`src/eba_pkg.sv`:
```
// ----------------------------------------------------------------------------
// eba_pkg
// Shared widths, item codes and the divider status type of the echo burst
// averager.
// ----------------------------------------------------------------------------
package eba_pkg;

  localparam int KIND_W  = 2;
  localparam int ECHO_W  = 16;
  localparam int SUM_W   = 20;
  localparam int CNT_W   = 4;
  localparam int STEP_W  = $clog2(SUM_W);

  // Longest burst and longest echo accepted into the sum
  localparam int MAX_BURST   = 15;
  localparam int MAX_ECHO_US = 50000;

  localparam logic [KIND_W-1:0] KIND_START  = 2'd0;
  localparam logic [KIND_W-1:0] KIND_STOP   = 2'd1;
  localparam logic [KIND_W-1:0] KIND_SAMPLE = 2'd2;

  typedef struct packed {
    logic done;  // quotient is ready, one-cycle pulse
    logic sat;   // quotient does not fit the result field
  } eba_div_stat_t;

endpackage

```
`src/eba_serdiv.sv`:
```
// ----------------------------------------------------------------------------
// eba_serdiv
// Bit-serial restoring divider: one quotient bit per cycle.
// ----------------------------------------------------------------------------
module eba_serdiv import eba_pkg::*; (
  input  logic                clk,
  input  logic                rst,
  input  logic                start,
  input  logic [SUM_W-1:0]    dividend,
  input  logic [CNT_W-1:0]    divisor,
  output logic [ECHO_W-1:0]   quotient,
  output eba_div_stat_t       stat
);

  logic              busy;
  logic              done;
  logic [STEP_W-1:0] step;
  logic [SUM_W-1:0]  quo;
  logic [CNT_W-1:0]  rem;
  logic [CNT_W-1:0]  dvs;

  logic [CNT_W:0]    trial;
  logic              fits;
  logic [CNT_W:0]    diff;

  // Shift the next dividend bit into the partial remainder and try a subtract
  always_comb begin
    trial = {rem, quo[SUM_W-1]};
    fits  = (trial >= {1'b0, dvs});
    diff  = trial - {1'b0, dvs};
  end

  always_ff @(posedge clk) begin
    if (rst) begin
      busy <= 1'b0;
      done <= 1'b0;
      step <= '0;
    end else begin
      done <= 1'b0;
      if (start) begin
        busy <= 1'b1;
        step <= '0;
        quo  <= dividend;
        rem  <= '0;
        dvs  <= divisor;
      end else if (busy) begin
        rem <= fits ? diff[CNT_W-1:0] : trial[CNT_W-1:0];
        quo <= {quo[SUM_W-2:0], fits};
        if (step == STEP_W'(SUM_W - 1)) begin
          busy <= 1'b0;
          done <= 1'b1;
        end
        step <= step + 1'b1;
      end
    end
  end

  assign quotient = quo[ECHO_W-1:0];
  assign stat.done = done;
  assign stat.sat  = |quo[SUM_W-1:ECHO_W];

endmodule

```
`config.mk`:
```
export PLATFORM = sky130hd
export DESIGN_NAME = eba_serdiv
export DESIGN_NICKNAME = d
export VERILOG_FILES = /design/src/eba_pkg.sv /design/src/eba_serdiv.sv
export SDC_FILE = /design/constraint.sdc
export NUM_CORES = 1
export LEC_CHECK = 0
export ABC_AREA = 1
export BUFFER_PORTS_ARGS = -buffer_cell sky130_fd_sc_hd__buf_2
export CORE_MARGIN = 10
export CORE_UTILIZATION = 56
export DETAILED_ROUTE_END_ITERATION = 12
export PLACE_DENSITY = 0.95
export RECOVER_POWER = 25
export SETUP_SLACK_MARGIN = 0.5
export SLEW_MARGIN = 20
export SYNTH_ARGS = -nofsm -noshare
export SYNTH_HDL_FRONTEND = slang
export SYNTH_SLANG_ARGS = --single-unit
```
`constraint.sdc`:
```
create_clock -name clk -period 5.44 [get_ports clk]
set_input_delay 0.544 -clock clk [delete_from_list [all_inputs] [get_ports clk]]
set_output_delay 0.544 -clock clk [all_outputs]
set_load 0.02 [all_outputs]
```
==> results of run 1 <==
==> kinds of logic (layout without fill, tap and decap cells) <==
| logic type | after synthesis | after routing | synth area share |
|---|---|---|---|
| adders and majority gates | 6 | 6 | 0.0471 |
| AOI/OAI and AO/OA | 15 | 15 | 0.0513 |
| buffers and inverters | 39 | 70 | 0.126 |
| and+or+nand+nor | 90 | 90 | 0.211 |
| DFF | 35 | 35 | 0.559 |
| xor gates and xnor gates | 1 | 1 | 0.00499 |
==> state kept, by name, indices dropped and copies added, names as in the netlist <==
| name | cells |
|---|---|
| done | 1 |
| dvs | 4 |
| rem | 4 |
| quo | 20 |
| busy | 1 |
| step | 5 |
==> final cells by class <==
| class | instances | area share |
|---|---|---|
| tap | 44 | 0.0281 |
| sequential | 35 | 0.501 |
| inverter | 17 | 0.0326 |
| clock inverter | 1 | 0.0153 |
| clock buffer | 7 | 0.0230 |
| timing repair buffer | 45 | 0.116 |
| multi-input combinational | 112 | 0.284 |
==> critical path: stages <==
cell and delay, ns:
clkbuf_1 0.72, inv_1 0.61, a21oi_2 0.58, buf_4 0.33
==> Yosys cell counts <==
cell type  number  area, um^2
nand2_1        62         233
edfxtp_1       28         841
buf_4          17         128
inv_1          14        52.6
nor2_1          9        33.8
nand3_1         8        40.0
dfxtp_1         7         140
a21oi_1         5        25.0
ha_1            5        62.6
nor3_1          5        25.0
buf_2           3        15.0
inv_2           3        11.3
o21ai_0         3        15.0
a21boi_1        2        15.0
a31oi_1         2        12.5
nand2_2         2        12.5
a21oi_2         1        8.76
buf_6           1        11.3
clkbuf_1        1        3.75
fa_1            1        20.0
nand4_1         1        6.26
nor3b_1         1        7.51
nor4_1          1        6.26
o21ai_1         1        5.00
o21ai_2         1        8.76
or2_1           1        6.26
xor2_1          1        8.76
==> through the flow <==
stage / power [W] / area (um^2) / setup WS, ns / hold slack, ns
floorplan: 0.000395 / 1750 / 3.02 / 0.470
detailed placement: 0.000415 / 1880 / 3.08 / 0.512
finish: 0.000585 / 1960 / 2.65 / 0.383
global route: 0.000615 / 1960 / 2.32 / 0.355
CTS: 0.000590 / 1960 / 3.43 / 0.375
global placement: 0.000411 / 1880 / 3.16 / 0.492
==> report_power, final <==
group,internal (W),switching [W]
Combinational,0.0000332,0.0000573
Sequential,0.000310,0.00000820
Clock,0.0000975,0.0000790
Total,0.000440,0.000145
==> worst paths after layout <==
check | end | slack (ns) | cells past startpoint
hold / removal | dvs[2] | 0.38 | 1
setup reg to reg | quo[3] | 3.79 | 3
setup / recovery | quo[3] | 2.65 | 4
hold reg to reg | step[0] | 0.53 | 2
==> layer usage <==
metal,global-route usage,vias to the layer above
met5,0,-
met4,0.0511,0
met3,0.0460,7
met2,0.199,37
met1,0.135,570
li1,-,651
==> results.py, run 1 <==
metrics = {
    "outcome": {
        "status": "finished, final reports clean",
    },
    "floorplanning": {
        "initial_utilization": 0.579,
        "die_y_um": 76.0,
        "rows": 20,
        "chipWidth_um": 76.0,
        "fp.dieArea_um2": 5770,
        "core-area_um2": 3030,
        "pin_count": 45,
    },
    "placement": {
        "port_buffers": 44,
        "dp_cells": 253,
        "gp_congestion": 0.837,
        "dpl.hpwl_um": 2680,
    },
    "synthesis": {
        "ys_seq_area_frac": 0.559,
        "syn_nets": 219,
        "syn-cell-area_um2": 1750,
        "synth_cells": 186,
        "ys_ff_latch": 35,
        "syn_avg_cell_area_um2": 9.43,
        "ys_warn_count": 0,
        "ys_types": 27,
    },
    "timing": {
        "finalHoldViolCount": 0,
        "max_freq_ghz": 0.359,
        "finalSetupViolations": 0,
        "slew_headroom": 0.335,
        "rsz0062_at_grt": "no",
        "fin_worst_skew_ns": 0.0153,
        "fin_crit_sh": 0.513,
        "period_needed_ns": 2.79,
        "final-max-slew-violation-count": 0,
        "tightestPinTransition_ns": 0.997,
        "tns_ns": 0,
    },
    "clock_tree": {
        "cts_tree": "yes",
        "cts.path.max_buffers": 2,
        "numCtsBuffers": 5,
        "clkTransAtPathRegs_ns": 0.10,
        "h-tree-depth": 2,
        "cts_sinks": 35,
        "post_cts_buffers": 0,
        "root_buffer": "clkbuf_4",
        "ctsHoldBuffers": 0,
        "clock_latency_ns": 0.34,
        "cts_resized": 0,
    },
    "grt": {
        "grt_pass1_vias": 1298,
        "grt_max_degree": 27,
        "antenna_found_initial": 0,
        "grt-ovfl-total": 0,
        "grt_pass1_wl_um": 5770,
        "grt_usage": 0.121,
    },
    "finish": {
        "layout-drive-gt1-share": 0.263,
        "instances_no_fill": 261,
        "fin_util": 0.646,
        "area_delta_synth_final_pct": 11.6,
        "final_cell_mix": "nand2_1, buf_2, edfxtp_1, inv_1, nor2_1",
        "diodes": 0,
        "final.fill_count": 257,
        "final_common_cell": "nand2_1",
        "multi_input_area_um2": 556,
        "seq_area_um2": 981,
        "layout.nets": 249,
    },
    "route": {
        "dr_wl_met3_um": 172,
        "wl_per_cell_um": 13.2,
        "vias": 1265,
        "firstDrtPassIters": 4,
        "drtAntennaViolNets": 0,
        "drc": 0,
        "top_layer_used": "met4",
        "m1WireLength_um": 1450,
        "viasPerCell": 4.85,
        "wl_met2_um": 1750,
        "wirelength_um": 3440,
        "drtIter0Drc": 85,
    },
    "power_and_ir_drop": {
        "ir_drop_mv": 0.202,
        "leakagePower_nw": 0.915,
        "p_per_area_nw_per_um2": 299,
    },
    "job": {
        "drv_cap": 0,
    },
    "setup_path": {
        "crit_type": "in -> reg",
        "crit_arrival_ns": 2.81,
        "critPathCaptureType": "flip-flop",
        "worstPathRequired_ns": 5.46,
        "critPathLaunch": "start",
        "cp-start-kind": "input port",
        "crit_path_max_fanout": 26,
        "reg2reg_from": "busy",
    },
    "worst_hold_path": {
        "min_path_type": "in -> reg",
        "hold_start": "divisor[2]",
    },
}
Power figures use the tool's default switching activity.
==> run 2, diff against run 1 <==
CORE_UTILIZATION = 52   (was 56)
PLACE_DENSITY = 0.9   (was 0.95)
clock period = 2.72 ns   (was 5.44 ns; I/O delays follow)
==> run 2 against run 1 <==
Compared with the run above: core utilization is 6.1 points lower; first-iteration DRC count is 19% lower; hold slack worse by 0.28 ns; critical path type unchanged.
==> results.py, run 2 (synthesis results as in run 1) <==
metrics = {
    "outcome": {
        "status": "finished, final reports clean",
    },
    "power_and_ir_drop": {
        "power_frac_clock": 0.247,
        "leakagePower_nw": 0.899,
        "p_switching_w": 0.000295,
        "internal-power_w": 0.000786,
        "seqPwrFrac": 0.588,
        "netSwitchingFraction": 0.273,
        "ir_drop_mv": 0.366,
        "p_per_area_nw_per_um2": 558,
        "combPwrFrac": 0.165,
    },
    "route": {
        "wl_per_cell_um": 12.4,
        "wirelength_um": 3270,
        "drtIter0Drc": 69,
        "firstDrtPassIters": 5,
        "vias": 1278,
        "drc": 0,
        "drtAntennaViolNets": 0,
        "viasPerCell": 4.86,
    },
    "timing": {
        "tightestPinTransition_ns": 1.03,
        "fin_crit_sh": 0.739,
        "tns_ns": 0,
        "final-max-slew-violation-count": 0,
        "finalSetupViolations": 0,
        "rsz0062_at_grt": "no",
        "slew_headroom": 0.311,
        "fin_worst_skew_ns": 0.0110,
        "period_needed_ns": 2.01,
        "finalHoldViolCount": 0,
        "max_freq_ghz": 0.497,
    },
    "floorplanning": {
        "core-area_um2": 3310,
        "chipWidth_um": 78.1,
        "fp.dieArea_um2": 6100,
        "die_y_um": 78.1,
        "rows": 21,
        "pin_count": 45,
        "initial_utilization": 0.530,
    },
    "finish": {
        "layout-drive-gt1-share": 0.267,
        "top_register": "quo",
        "layout.nets": 249,
        "final_cell_mix": "nand2_1, buf_2, edfxtp_1, inv_1, nor2_1",
        "seq_area_um2": 981,
        "diodes": 0,
        "final_common_cell": "nand2_1",
        "largest_register_ffs": 20,
        "largest_registers": "quo x20, step x5",
        "fin_area_um2": 1940,
        "area_delta_synth_final_pct": 10.5,
        "instances_no_fill": 263,
        "final.fill_count": 300,
        "multi_input_area_um2": 556,
    },
    "job": {
        "drv_cap": 0,
    },
    "grt": {
        "antenna_found_initial": 0,
        "grt-ovfl-total": 0,
        "grt_max_degree": 27,
        "grt_pass1_vias": 1317,
        "grt_usage": 0.108,
        "grt_pass1_wl_um": 5390,
    },
    "placement": {
        "place_area_um2": 1890,
        "dpl.hpwl_um": 2520,
        "dp_cells": 255,
        "gp_congestion": 0.797,
        "port_buffers": 44,
    },
    "setup_path": {
        "cp-start-kind": "input port",
        "critPathCaptureType": "flip-flop",
        "reg2reg_from": "rem[1]",
        "slowest_delay_ns": 0.74,
        "crit_type": "in -> reg",
        "critPathLaunch": "start",
        "crit_path_max_fanout": 26,
        "worst-path-buf-inv": 3,
        "critPathTopFamily": "buffers and inverters",
        "crit_arrival_ns": 2.02,
        "rr_worst_depth": 7,
        "cp.depth": 4,
        "worstPathRequired_ns": 2.73,
        "path_cells": "clkbuf_1, inv_2, a21oi_2, buf_4",
        "crit_slowest_cell": "clkbuf_1",
    },
    "clock_tree": {
        "clock_latency_ns": 0.33,
        "cts_resized": 0,
        "ctsHoldBuffers": 0,
        "numCtsBuffers": 5,
        "cts_tree": "yes",
        "clkTransAtPathRegs_ns": 0.11,
        "h-tree-depth": 2,
        "cts.path.max_buffers": 2,
        "cts_sinks": 35,
        "root_buffer": "clkbuf_4",
        "post_cts_buffers": 0,
    },
    "worst_hold_path": {
        "min_path_cells": 1,
        "min_path_type": "in -> reg",
        "hold_start": "divisor[2]",
    },
}
==> run 2: final cells by class <==
type / count / area share
Clock buffer: 6 / 0.0213
Clock inverter: 2 / 0.00646
Inverter: 17 / 0.0329
Multi-Input combinational cell: 112 / 0.287
Sequential cell: 35 / 0.506
Tap cell: 46 / 0.0297
Timing Repair Buffer: 45 / 0.117
==> run 2: stage by stage <==
step	hold slack (ns)	setup WS (ns)	power, W	util
floorplan	0.349	0.572	0.000790	-
global placement	0.451	0.989	0.000821	0.570
detailed placement	0.450	0.930	0.000829	0.570
CTS	0.0928	1.10	0.00109	0.586
global route	0.0838	0.560	0.00114	0.585
finish	0.104	0.709	0.00108	0.585
==> run 2: per-layer routing <==
metal	track usage	vias up	wire, um
met5	0	-	0
met1	0.110	579	1340
li1	-	654	-
met3	0.0364	2	230
met2	0.191	43	1660
met4	0.0591	0	34
==> run 2: worst reg2reg max path, cell delays in order (launching register included) <==
cell	delay (ns)
edfxtp_1	0.42
ha_1	0.37
a21oi_2	0.17
nand2_1	0.08
nand2_2	0.14
nand3_1	0.09
nand2_1	0.06
nor2_1	0.05
==> run 2: power by group through the flow <==
stage	Clock, W	Combinational (W)	Sequential [W]
after floorplan	0	0.000146	0.000644
after CTS	0.000276	0.000181	0.000636
after detailed placement	0	0.000181	0.000648
final	0.000267	0.000178	0.000636
after global routing	0.000297	0.000203	0.000640
after global placement	0	0.000173	0.000647
==> run 2: worst paths after layout <==
| check | endpoint | slack [ns] |
|---|---|---|
| hold reg to reg | step[1] | 0.51 |
| setup / recovery | quo[15] | 0.71 |
| hold / removal | dvs[2] | 0.10 |
| setup reg to reg | rem[1] | 1.11 |
